### src/sv/mps_pkg.sv
// ---------------------------------------------------------------------------
// Modem power supervisor package
// Types, codes and constants shared by the supervisor and its checker.
// ---------------------------------------------------------------------------
`default_nettype none

package mps_pkg;

  // Default width of the seconds counter and all deadlines
  localparam int unsigned TIME_BITS_DEF = 32;

  // Fixed limits and timing constants
  localparam logic [7:0]  ERROR_LIMIT    = 8'd3;
  localparam logic [15:0] POLL_HOLD      = 16'd10;
  localparam int unsigned FIRST_DEADLINE = 15;
  localparam logic [15:0] BACKOFF_MAX    = 16'hFFFF;
  localparam logic [7:0]  FAIL_MAX       = 8'hFF;

  // Reported state codes
  localparam logic [2:0] SC_OFF    = 3'd0;
  localparam logic [2:0] SC_ON     = 3'd1;
  localparam logic [2:0] SC_INIT   = 3'd2;
  localparam logic [2:0] SC_NET_OK = 3'd3;
  localparam logic [2:0] SC_ERROR  = 3'd4;

  // Supervisor state, one-hot
  typedef enum logic [4:0] {
    ST_OFF    = 5'b00001,
    ST_ON     = 5'b00010,
    ST_INIT   = 5'b00100,
    ST_NET_OK = 5'b01000,
    ST_ERROR  = 5'b10000
  } st_e;

  // External command codes
  typedef enum logic [1:0] {
    CMD_NONE  = 2'd0,
    CMD_ON    = 2'd1,
    CMD_OFF   = 2'd2,
    CMD_START = 2'd3
  } cmd_e;

  // Target state codes
  typedef enum logic [1:0] {
    TGT_OFF    = 2'd0,
    TGT_ON     = 2'd1,
    TGT_INIT   = 2'd2,
    TGT_NET_OK = 2'd3
  } tgt_e;

  // Configuration register indexes
  typedef enum logic [2:0] {
    REG_ON_SETTLE     = 3'd0,
    REG_ERROR_HOLD    = 3'd1,
    REG_INIT_TIMEOUT  = 3'd2,
    REG_INIT_TMO_ERR  = 3'd3,
    REG_HEALTH_PERIOD = 3'd4,
    REG_BACKOFF_STEP  = 3'd5,
    REG_FAILURE_HOLD  = 3'd6,
    REG_REQ_TIMEOUT   = 3'd7
  } reg_idx_e;

  // Configuration register file, seconds
  typedef struct packed {
    logic [15:0] on_settle;
    logic [15:0] error_hold;
    logic [15:0] init_timeout;
    logic [15:0] init_timeout_err;
    logic [15:0] health_period;
    logic [15:0] backoff_step;
    logic [15:0] failure_hold;
    logic [15:0] req_timeout;
  } cfg_t;

  localparam cfg_t CFG_RESET = '{
    on_settle:        16'd1,
    error_hold:       16'd10,
    init_timeout:     16'd120,
    init_timeout_err: 16'd600,
    health_period:    16'd60,
    backoff_step:     16'd30,
    failure_hold:     16'd300,
    req_timeout:      16'd60
  };

  // Map a target code onto the state it names
  function automatic st_e tgt_to_state(tgt_e t);
    st_e s;
    case (t)
      TGT_OFF:    s = ST_OFF;
      TGT_ON:     s = ST_ON;
      TGT_INIT:   s = ST_INIT;
      TGT_NET_OK: s = ST_NET_OK;
      default:    s = ST_OFF;
    endcase
    return s;
  endfunction

  // Encode a one-hot state as its reported code
  function automatic logic [2:0] state_code(st_e s);
    logic [2:0] c;
    case (s)
      ST_OFF:    c = SC_OFF;
      ST_ON:     c = SC_ON;
      ST_INIT:   c = SC_INIT;
      ST_NET_OK: c = SC_NET_OK;
      ST_ERROR:  c = SC_ERROR;
      default:   c = SC_OFF;
    endcase
    return c;
  endfunction

endpackage

`default_nettype wire

### src/sv/modem_power_supervisor_fsm.sv
// ---------------------------------------------------------------------------
// Modem power supervisor
// Tick-driven state machine that powers, starts, polls and checks a modem.
// ---------------------------------------------------------------------------
// Each accepted request is one one-second tick. The whole tick (target
// request, external command, state machine step and status check) is worked
// out in one pass of combinational logic from the state registers, and the
// result is loaded into an output register when the tick is accepted. A new tick
// can be accepted on every clock: the only thing that holds the input back is
// a result sitting in the output register while the downstream side stalls.
// Configuration writes are always taken (ready stays high) and should only be
// issued while no tick is in flight.
`default_nettype none

module modem_power_supervisor_fsm #(
  parameter int unsigned TIME_BITS = mps_pkg::TIME_BITS_DEF
) (
  input  wire logic        clk_i,
  input  wire logic        rst_ni,
  // Configuration write channel
  input  wire logic        cfg_valid_i,
  output logic             cfg_ready_o,
  input  wire logic [2:0]  cfg_index_i,
  input  wire logic [15:0] cfg_data_i,
  // Tick request channel
  input  wire logic        in_valid_i,
  output logic             in_stall_o,
  input  wire logic [1:0]  cmd_i,
  input  wire logic        request_valid_i,
  input  wire logic [1:0]  requested_target_i,
  input  wire logic        start_ok_i,
  input  wire logic        poll_ok_i,
  input  wire logic        check_ok_i,
  input  wire logic        net_ready_i,
  // Result channel
  output logic             out_valid_o,
  input  wire logic        out_stall_i,
  output logic [2:0]       state_now_o,
  output logic [2:0]       reported_state_o,
  output logic             power_on_pulse_o,
  output logic             power_off_pulse_o,
  output logic             start_issued_o,
  output logic             poll_issued_o,
  output logic             check_issued_o,
  output logic             state_error_o,
  output logic             failure_hold_o
);
  import mps_pkg::*;

  typedef logic [TIME_BITS-1:0] tm_t;

  // Machine state touched by a state change
  typedef struct packed {
    st_e         st;
    tm_t         dl;
    logic [15:0] bo;
    logic [7:0]  fc;
    logic        ef;
  } sup_t;

  // Deadline a number of seconds from now, wrapping
  function automatic tm_t later(tm_t now, logic [15:0] secs);
    return now + TIME_BITS'(secs);
  endfunction

  // Enter a new state, loading its deadline and side effects
  function automatic sup_t enter_st(sup_t s, st_e ns, tm_t now, cfg_t c);
    sup_t        r;
    logic [16:0] bsum;
    r    = s;
    bsum = {1'b0, s.bo} + {1'b0, c.backoff_step};
    if (ns != s.st) begin
      case (ns)
        ST_OFF: begin
          r.dl = later(now, s.bo);
        end
        ST_ON: begin
          r.dl = later(now, c.on_settle);
        end
        ST_ERROR: begin
          r.bo = bsum[16] ? BACKOFF_MAX : bsum[15:0];
          r.dl = later(now, c.error_hold);
        end
        ST_INIT: begin
          r.dl = later(now, s.ef ? c.init_timeout_err : c.init_timeout);
        end
        default: begin
          r.bo = '0;
          r.fc = '0;
          r.dl = later(now, c.health_period);
        end
      endcase
      r.st = ns;
    end
    return r;
  endfunction

  // Registers
  cfg_t        cfg_q, cfg_d;
  tm_t         sec_q;
  sup_t        sup_q, sup_d;
  tgt_e        tgt_q, tgt_d;
  tm_t         prt_q, prt_d;
  tm_t         rdl_q, rdl_d;
  logic        out_valid_q, out_valid_d;

  // Result payload
  logic [2:0]  state_now_q, state_now_d;
  logic [2:0]  rep_q, rep_d;
  logic        p_on_q, p_off_q, p_start_q, p_poll_q, p_check_q, p_hold_q;
  logic        p_on_d, p_off_d, p_start_d, p_poll_d, p_check_d, p_hold_d;
  logic        state_err_q;

  logic        in_acc;
  logic        tgt_match;

  // Handshake
  assign cfg_ready_o = 1'b1;
  assign in_stall_o  = out_valid_q & out_stall_i;
  assign in_acc      = in_valid_i & ~in_stall_o;

  // Configuration write decode
  always_comb begin
    cfg_d = cfg_q;
    if (cfg_valid_i) begin
      case (reg_idx_e'(cfg_index_i))
        REG_ON_SETTLE:     cfg_d.on_settle        = cfg_data_i;
        REG_ERROR_HOLD:    cfg_d.error_hold       = cfg_data_i;
        REG_INIT_TIMEOUT:  cfg_d.init_timeout     = cfg_data_i;
        REG_INIT_TMO_ERR:  cfg_d.init_timeout_err = cfg_data_i;
        REG_HEALTH_PERIOD: cfg_d.health_period    = cfg_data_i;
        REG_BACKOFF_STEP:  cfg_d.backoff_step     = cfg_data_i;
        REG_FAILURE_HOLD:  cfg_d.failure_hold     = cfg_data_i;
        REG_REQ_TIMEOUT:   cfg_d.req_timeout      = cfg_data_i;
        default:           cfg_d = cfg_q;
      endcase
    end
  end

  // One tick: request, command, machine step, status check
  always_comb begin
    sup_d     = sup_q;
    tgt_d     = tgt_q;
    prt_d     = prt_q;
    rdl_d     = rdl_q;
    p_on_d    = 1'b0;
    p_off_d   = 1'b0;
    p_start_d = 1'b0;
    p_poll_d  = 1'b0;
    p_check_d = 1'b0;
    p_hold_d  = 1'b0;

    // Take a new target; a changed target drops the current deadline
    if (request_valid_i) begin
      if (tgt_e'(requested_target_i) != tgt_q) begin
        sup_d.dl = '0;
      end
      tgt_d = tgt_e'(requested_target_i);
      rdl_d = later(sec_q, cfg_q.req_timeout);
    end

    // Execute the external command
    case (cmd_e'(cmd_i))
      CMD_ON: begin
        p_on_d = 1'b1;
        sup_d  = enter_st(sup_d, ST_ON, sec_q, cfg_q);
      end
      CMD_OFF: begin
        p_off_d = 1'b1;
        sup_d   = enter_st(sup_d, ST_OFF, sec_q, cfg_q);
      end
      CMD_START: begin
        p_start_d = 1'b1;
        sup_d = enter_st(sup_d, start_ok_i ? ST_INIT : ST_ERROR, sec_q, cfg_q);
      end
      default: ;
    endcase

    // Step the machine unless the poll hold is still running
    if (sec_q >= prt_q) begin
      case (sup_d.st)
        ST_OFF: begin
          if (sec_q >= sup_d.dl && tgt_d[1]) begin
            p_on_d = 1'b1;
            sup_d  = enter_st(sup_d, ST_ON, sec_q, cfg_q);
          end
        end
        ST_ON: begin
          if (sec_q >= sup_d.dl) begin
            p_start_d = 1'b1;
            sup_d = enter_st(sup_d, start_ok_i ? ST_INIT : ST_ERROR, sec_q, cfg_q);
          end
        end
        ST_ERROR: begin
          if (sec_q >= sup_d.dl) begin
            p_off_d = 1'b1;
            sup_d   = enter_st(sup_d, ST_OFF, sec_q, cfg_q);
            if (sup_d.fc >= ERROR_LIMIT) begin
              p_hold_d = 1'b1;
              sup_d.dl = later(sec_q, cfg_q.failure_hold);
            end
          end
        end
        ST_INIT: begin
          if (net_ready_i) begin
            sup_d = enter_st(sup_d, ST_NET_OK, sec_q, cfg_q);
          end else begin
            p_poll_d = 1'b1;
            if (!poll_ok_i) begin
              sup_d = enter_st(sup_d, ST_ERROR, sec_q, cfg_q);
            end else begin
              prt_d = later(sec_q, POLL_HOLD);
              if (sec_q > sup_d.dl) begin
                if (sup_d.fc != FAIL_MAX) begin
                  sup_d.fc = sup_d.fc + 8'd1;
                end
                sup_d = enter_st(sup_d, ST_ERROR, sec_q, cfg_q);
              end
            end
          end
        end
        ST_NET_OK: begin
          if (sec_q >= sup_d.dl) begin
            if (!net_ready_i) begin
              sup_d = enter_st(sup_d, ST_INIT, sec_q, cfg_q);
            end else begin
              p_check_d = 1'b1;
              if (!check_ok_i) begin
                sup_d = enter_st(sup_d, ST_ERROR, sec_q, cfg_q);
              end else begin
                sup_d.dl = later(sec_q, cfg_q.health_period);
              end
            end
          end
        end
        default: ;
      endcase
    end

    // Status check: clear the error flag on reaching the target, raise it late
    tgt_match = (tgt_to_state(tgt_d) == sup_d.st);
    if (tgt_match) begin
      if (sup_d.ef) begin
        sup_d.ef = 1'b0;
        sup_d.bo = '0;
      end
    end else if (!sup_d.ef && sec_q >= rdl_d) begin
      sup_d.ef = 1'b1;
    end

    state_now_d = state_code(sup_d.st);
    if (sup_d.ef) begin
      rep_d = SC_ERROR;
    end else if (tgt_match) begin
      rep_d = state_now_d;
    end else begin
      rep_d = SC_INIT;
    end
  end

  // Output valid: load on accept, drop once taken
  always_comb begin
    out_valid_d = out_valid_q;
    if (in_acc) begin
      out_valid_d = 1'b1;
    end else if (!out_stall_i) begin
      out_valid_d = 1'b0;
    end
  end

  // Control and machine state
  always_ff @(posedge clk_i or negedge rst_ni) begin
    if (!rst_ni) begin
      cfg_q       <= CFG_RESET;
      sec_q       <= '0;
      sup_q.st    <= ST_OFF;
      sup_q.dl    <= TIME_BITS'(FIRST_DEADLINE);
      sup_q.bo    <= '0;
      sup_q.fc    <= '0;
      sup_q.ef    <= 1'b0;
      tgt_q       <= TGT_OFF;
      prt_q       <= '0;
      rdl_q       <= '0;
      out_valid_q <= 1'b0;
    end else begin
      cfg_q       <= cfg_d;
      out_valid_q <= out_valid_d;
      if (in_acc) begin
        sec_q <= sec_q + tm_t'(1);
        sup_q <= sup_d;
        tgt_q <= tgt_d;
        prt_q <= prt_d;
        rdl_q <= rdl_d;
      end
    end
  end

  // Result register
  always_ff @(posedge clk_i) begin
    if (in_acc) begin
      state_now_q <= state_now_d;
      rep_q       <= rep_d;
      p_on_q      <= p_on_d;
      p_off_q     <= p_off_d;
      p_start_q   <= p_start_d;
      p_poll_q    <= p_poll_d;
      p_check_q   <= p_check_d;
      p_hold_q    <= p_hold_d;
      state_err_q <= sup_d.ef;
    end
  end

  assign out_valid_o       = out_valid_q;
  assign state_now_o       = state_now_q;
  assign reported_state_o  = rep_q;
  assign power_on_pulse_o  = p_on_q;
  assign power_off_pulse_o = p_off_q;
  assign start_issued_o    = p_start_q;
  assign poll_issued_o     = p_poll_q;
  assign check_issued_o    = p_check_q;
  assign state_error_o     = state_err_q;
  assign failure_hold_o    = p_hold_q;

endmodule

`default_nettype wire

### config.mk
export PLATFORM = sky130hd
export DESIGN_NAME = modem_power_supervisor_fsm
export DESIGN_NICKNAME = d
export VERILOG_FILES = /design/src/sv/mps_pkg.sv /design/src/sv/modem_power_supervisor_fsm.sv
export SDC_FILE = /design/constraint.sdc
export NUM_CORES = 2
export LEC_CHECK = 0
export ABC_AREA = 1
export BUFFER_PORTS_ARGS = -buffer_cell sky130_fd_sc_hd__buf_2
export CAP_MARGIN = 25
export CORE_ASPECT_RATIO = 1.25
export CORE_MARGIN = 3
export CORE_UTILIZATION = 25
export CTS_CLUSTER_SIZE = 10
export DETAILED_ROUTE_END_ITERATION = 7
export PLACE_DENSITY_LB_ADDON = 0.15
export SLEW_MARGIN = 20
export SYNTH_ARGS = -nofsm -noshare
export SYNTH_HDL_FRONTEND = slang
export SYNTH_SLANG_ARGS = --single-unit
### constraint.sdc
create_clock -name clk_i -period 8.7 [get_ports clk_i]
set_input_delay 1.305 -clock clk_i [delete_from_list [all_inputs] [get_ports clk_i]]
set_output_delay 1.305 -clock clk_i [all_outputs]
set_load 0.01 [all_outputs]
### After elaboration in Yosys (flattened, before gate mapping)

Cells that the tools add are included.

* bits in registers: 302
* input bits: 33
* output and inout bits: 16
* word-level logic and storage cells: 179

* add/sub/neg operators: 14
* magnitude comparators: 5
* equal/unequal tests: 39
* mux-type cells: 68
* bitwise logic cells: 5
* reductions and logical operators: 20

Operators by type and width (count)
* 2-to-1 mux 61 bit: 13
* 2-to-1 mux 62 bit: 9
* case mux 62 bit (5 select lines): 1
* adder 32 x 16 -> 32 bit: 9
* case mux 32 bit (4 select lines): 2
* case mux 62 bit (3 select lines): 1
* 2-to-1 mux 32 bit: 5
* greater-or-equal comparator 32 bit: 3
* 2-to-1 mux 16 bit: 6
* case mux 16 bit (2 select lines): 2
* adder 16 x 16 -> 17 bit: 2
* adder 32 x 1 -> 32 bit (second input constant): 1
* adder 32 x 4 -> 32 bit (second input constant): 1
* > comparator 32 bit: 1
* 2-to-1 mux 25 bit: 1
* 2-to-1 mux 8 bit: 3
* case mux 5 bit (4 select lines): 1
* 2-to-1 mux 1 bit: 19
* AND reduction 2 bit: 9
* == test 5 x 2 -> 1 bit (second input constant): 3
* == test 5 x 3 -> 1 bit (second input constant): 3
* == test 5 bit (second input constant): 3
* == test 3 bit (second input constant): 4
* case mux 3 bit (4 select lines): 1
* 32 further kinds: 48

### Logic depth before layout (Yosys ltp)

* depth in word-level cells: 21
* gate-level depth with buffers: 41
* mapped depth without buffers: 39

### Worst setup path before layout

OpenSTA, ideal clock, no wires.

* kind: input to register
* from: input port start_ok_i
* to: register sup_q[55] (netlist bit)
* library setup time: 0.077 ns
* arrival time: 5.104 ns
* required time: 8.623 ns
* slack: 3.519 ns
* stages: 30
* path buffers: 4
* cell sequence: buf_2 -> nand3_1 -> nand2_1 -> nand2_1 -> nor2_1 -> inv_1 -> clkbuf_1 -> o21ai_0 -> a31oi_1 -> nand2_1 -> inv_1 -> nand3_1 -> nand2_1 -> ha_1 -> nand2_1 -> nor2_1 -> nand2_1 -> nor4_1 -> nand3_1 -> nand3_2 -> buf_2 -> nand2_1 -> a21oi_1 -> nand2_1 -> buf_2 -> a31oi_1 -> nand2_1 -> nor2_1 -> nor2_1 -> a21oi_1

* longest elaborated chain between the ends: 15
* elaborated cells between the ends (all ways): 52
* those cells by class: 1 x add/sub; 3 x order compare; 16 x eq/ne; 29 x mux; 3 x reduce/logical

RTL lines
* start, declared: RTL line modem_power_supervisor_fsm.sv:31 `input wire logic start_ok_i,`
* 2-to-1 mux 5 bit (*): RTL line modem_power_supervisor_fsm.sv:174, modem_power_supervisor_fsm.sv:191
* == test 5 x 3 -> 1 bit (tied with other cells): RTL line modem_power_supervisor_fsm.sv:73 `case (ns)`
* OR reduction 3 bit (no line) or OR reduction 4 bit (tied branches)
* case mux 16 bit (2 select lines) or 2-to-1 mux 8 bit (tied branches): RTL line modem_power_supervisor_fsm.sv:73
* 2-to-1 mux 61 bit: RTL line modem_power_supervisor_fsm.sv:72 `if (ns != s.st) begin`
* case mux 62 bit (3 select lines): RTL line modem_power_supervisor_fsm.sv:163 `case (cmd_e'(cmd_i))`
* adder 32 x 16 -> 32 bit or 2-to-1 mux 61 bit (tied branches): RTL line modem_power_supervisor_fsm.sv:63, modem_power_supervisor_fsm.sv:72
* 2-to-1 mux 61 bit, on equally long branches: RTL line modem_power_supervisor_fsm.sv:72, modem_power_supervisor_fsm.sv:195
* 2-to-1 mux 61 bit, on equally long branches: RTL line modem_power_supervisor_fsm.sv:195, modem_power_supervisor_fsm.sv:181
* 2-to-1 mux 61 bit, on equally long branches: RTL line modem_power_supervisor_fsm.sv:181, modem_power_supervisor_fsm.sv:180
* 2-to-1 mux 61 bit or greater-or-equal comparator 8 x 2 -> 1 bit (tied branches): RTL line modem_power_supervisor_fsm.sv:180, modem_power_supervisor_fsm.sv:198
* 2-to-1 mux 32 bit: RTL line modem_power_supervisor_fsm.sv:198 `if (sup_d.fc >= ERROR_LIMIT) begin`
* 2-to-1 mux 62 bit: RTL line modem_power_supervisor_fsm.sv:195 `if (sec_q >= sup_d.dl) begin`
* case mux 62 bit (5 select lines): RTL line modem_power_supervisor_fsm.sv:181 `case (sup_d.st)`
* 2-to-1 mux 62 bit (*): RTL line modem_power_supervisor_fsm.sv:180 `if (sec_q >= prt_q) begin`
* end signal, assigned: RTL line modem_power_supervisor_fsm.sv:290 `sup_q <= sup_d;`
* end, declared: RTL line modem_power_supervisor_fsm.sv:101 `sup_t sup_q, sup_d;`

Mark *: on every way between the ends. The rest lies on a longest branch, timed or not. The select of a mux whose other input is x is not followed.
A chain may end at the register's enable or synchronous reset.

### Worst setup path in the final report

* from: register sec_q[20]
* to: register sup_q[22] (netlist bit)

* longest elaborated chain between the ends: 12
* elaborated cells between the ends (all ways): 26
* those cells by class: 5 x add/sub; 3 x order compare; 1 x eq/ne; 16 x mux; 1 x reduce/logical

RTL lines
* start, declared: RTL line modem_power_supervisor_fsm.sv:100 `tm_t sec_q;`
* start signal, assigned: RTL line modem_power_supervisor_fsm.sv:289 `sec_q <= sec_q + tm_t'(1);`
* adder 32 x 16 -> 32 bit: RTL line modem_power_supervisor_fsm.sv:63 `return now + TIME_BITS'(secs);`
* case mux 32 bit (4 select lines): RTL line modem_power_supervisor_fsm.sv:73
* 2-to-1 mux 61 bit: RTL line modem_power_supervisor_fsm.sv:72
* case mux 62 bit (3 select lines): RTL line modem_power_supervisor_fsm.sv:163
* > comparator 32 bit: RTL line modem_power_supervisor_fsm.sv:213 `if (sec_q > sup_d.dl) begin`
* 2-to-1 mux 62 bit: RTL line modem_power_supervisor_fsm.sv:213
* 2-to-1 mux 62 bit: RTL line modem_power_supervisor_fsm.sv:209 `if (!poll_ok_i) begin`
* 2-to-1 mux 62 bit: RTL line modem_power_supervisor_fsm.sv:205 `if (net_ready_i) begin`
* case mux 62 bit (5 select lines): RTL line modem_power_supervisor_fsm.sv:181
* 2-to-1 mux 62 bit (*): RTL line modem_power_supervisor_fsm.sv:180
* == test 5 bit or 2-to-1 mux 16 bit (tied branches): RTL line modem_power_supervisor_fsm.sv:241, modem_power_supervisor_fsm.sv:243
* 2-to-1 mux 16 bit (*): RTL line modem_power_supervisor_fsm.sv:242 `if (tgt_match) begin`

Mark *: on every way between the ends. The rest lies on a longest branch, timed or not.

==> results by group <==
Run status
  • Status: complete, but fails checks
  • Failing checks: DRC

Global routing
  • First-pass GRT wire length: 288000 µm
  • Total gr overflow: 0
  • Number of global-route vias before repair: 37700
  • Largest net degree at the start of global routing: 135
  • Initial antenna violation count: 8
  • Global Route Usage Sum: 28.5%

Worst setup path
  • Crit-path max cell delay: roughly 0.96 ns
  • Worst path slowest cell: dfrtp_1
  • Most common cell on crit path: nand2_1
  • Crit path kind: reg -> reg
  • Startpoint class of the critical path: flip-flop
  • Arrival time of the worst setup path: slightly above 8 ns
  • CP endpoint kind: flip-flop
  • Worst Path Required: 9.20 ns
  • Crit-path max FO: 16

Placed design
  • Buffers on Ports: 47
  • DP Wirelength: 157000 µm
  • Placed cell count: ~7400
  • Dpl ws: 1.18 ns
  • GP Congestion: slightly above 1
  • Post-DP Area: 37000 µm²

Detailed routing
  • DR iter-0 viols: 3881
  • Post-Route WL: 206000 µm
  • Antenna Nets Post-Route: 0
  • Drt pass-1 iters: 8
  • DR vias/cell: 5.31
  • Total number of vias: between 30000 and 40000
  • Routed wire per std cell: 27.3 µm
  • Drt drc: 2

Timing
  • Final Critical Period: 7.62 ns
  • Max-slew headroom: between 20% and 30%
  • Setup ws final: around 1.1 ns
  • Setup violators final: 0
  • Final count of hold timing violations: 0
  • Final TNS setup: 0 ns
  • Hold WS: 0.476 ns
  • Clock skew: 0.0316 ns
  • Actual slew at the worst max-slew pin: 1.14 ns
  • RSZ-0062 raised after global routing: false
  • Max Slew Vio Count: 0
  • Final worst path period share: 87.6%
  • Fmax: 131 MHz

Final layout
  • Fillcell total: 15400
  • Post-layout net count: approximately 6000
  • Fin area: 38600 µm²
  • Layout cells sized above 1: 6.39%
  • Final core utilization: 28.4%
  • Final std cells w/o fill: 7524
  • Area delta synth->final: 12.6%

Hold path
  • Hold Crit Class: reg -> reg

Synthesis
  • Cell accounting for the most synthesized area: nand2_1
  • Yosys warns: 0
  • Post-synth top area share: roughly a fifth
  • Cell area after synthesis: about 34000 µm²
  • Primary FF master, synth: dfrtp_1
  • Top-count cell post-synth: nand2_1
  • EDFF count, synth: 13
  • Library cells used by synthesis: 58
  • Synth Register Bits: 302
  • Post-synthesis area per instance: 6.00 µm²
  • Post-Syn Instances: between 5000 and 6000
  • Post-synth ARST share: 95.7%
  • Top cells by area, synth: nand2_1 20%, dfrtp_1 19%, ha_1 9.5%, nand3_1 7.8%, o21ai_0 7.5%
  • Post-synthesis sequential area ratio: 22.4%
  • Mapped Nets: 6009
  • Post-synth top cells: 1835 x nand2_1, 573 x inv_1, 532 x nand3_1, 510 x o21ai_0, 492 x nor2_1

Floorplan
  • Die Span Y: 420 µm
  • # IOs: 49
  • Die X-Extent: between 300 and 400 µm
  • Rows: 151
  • Core area: 136000 µm²
  • Initial Util: 25.2%
  • Die ar.: between 100000 and 150000 µm²

Clock tree
  • CTS tree: yes
  • Clk_lat worst skew: 0.64 ns
  • Setup Fix Bufs, Post-CTS: 0
  • Post-CTS Resized: 0
  • H-Tree Depth: 2
  • Clock Root Buffer: clkbuf_16
  • CTS Sinks: ~300
  • Clock Tree Buf Depth: 3
  • CTS clk-pin slew, worst paths: 0.06 ns
  • Cts hold-fix bufs: 0
  • CTS buffer count: 43

Power
  • Pwr dens: 250 nW/µm²
  • Pleak: 19.5 nW
  • Peak supply drop: 0.134 mV
  • Total power: 9.65 mW

Run
  • Maxcap violations: 0
==> layer usage <==
metal	GRT usage [%]	share of wire, %	vias to the layer above
met1	34.5	40	18900
met2	45.4	44	1725
li1	-	-	18800
met4	22.9	9.9	4
met5	0	0.014	-
met3	3.74	6.1	580
==> cells by family (layout without fill, tap and decap cells) <==
family,count (synthesis),after routing,synth area share (%)
AO/OA/AOI/OAI,1105,1105,17.2
XOR/XNOR,172,172,4.40
adder cells (fa/ha/maj),269,269,10.0
buffers and inverters,809,865,9.04
flip-flops,302,302,22.4
multiplexers,5,5,0.146
other,1,3,0.0110
AND/OR/NAND/NOR,3044,3044,36.8
==> where the power goes <==
group / internal (mW) / switching, mW
Clock: 1.16 / 0.810
Sequential: 1.68 / 0.322
Combinational: 1.63 / 4.04
==> worst max-delay path: cells and delay by family (launching register included) <==
family	cells	cell delay, ns
AND/OR/NAND/NOR	26	5.16
flip-flops	1	0.96
buffers and inverters	3	1.01
adder cells (fa/ha/maj)	1	0.35
==> area by class of cell <==
type | count | area (µm²) | share of cell area, %
Timing Repair Buffer | 183 | 1380 | 3.59
Sequential cell | 302 | 7660 | 19.9
Antenna cell | 2 | 5.00 | 0.0130
Tap cell | 1759 | 2200 | 5.71
Clock inverter | 17 | 288 | 0.746
Clock buffer | 62 | 1220 | 3.16
Inverter | 603 | 2270 | 5.88
Multi-Input combinational cell | 4596 | 23500 | 61.0
==> cells in the final DEF, fill, tap and decap left out, types with 43 or more instances in the layout <==
| master | synthesis | layout |
|---|---|---|
| nand2_1 | 1835 | 1835 |
| inv_1 | 573 | 571 |
| nand3_1 | 532 | 532 |
| o21ai_0 | 510 | 509 |
| nor2_1 | 492 | 487 |
| a21oi_1 | 438 | 438 |
| ha_1 | 259 | 259 |
| dfrtp_1 | 257 | 257 |
| buf_4 | 6 | 126 |
| xor2_1 | 126 | 125 |
| nand4_1 | 52 | 52 |
| xnor2_1 | 46 | 46 |
| buf_2 | 22 | 46 |
| clkbuf_16 | 0 | 43 |
==> final timing paths <==
check                                  from     endpoint  slack (ns)  cells after the start
worst max-delay path              sec_q[20]    sup_q[22]        1.08                     30
worst min-delay path            out_valid_o  out_valid_o        0.48                      2
worst max register to register    sec_q[20]    sup_q[22]        1.08                     30
worst min register to register  out_valid_o  out_valid_o        0.48                      2
max in group asynchronous            rst_ni    cfg_q[94]        6.76                      2
min in group asynchronous            rst_ni    sup_q[58]        0.58                      1
==> state kept, by name, indices dropped and copies added, names as in the netlist, 2 cells and up <==
| signal | cells |
|---|---|
| cfg_q | 128 |
| prt_q | 32 |
| sup_q | 62 |
| tgt_q | 2 |
| sec_q | 32 |
| state_now_o | 3 |
| reported_state_o | 3 |
| rdl_q | 32 |
Power figures use the tool's default switching activity.
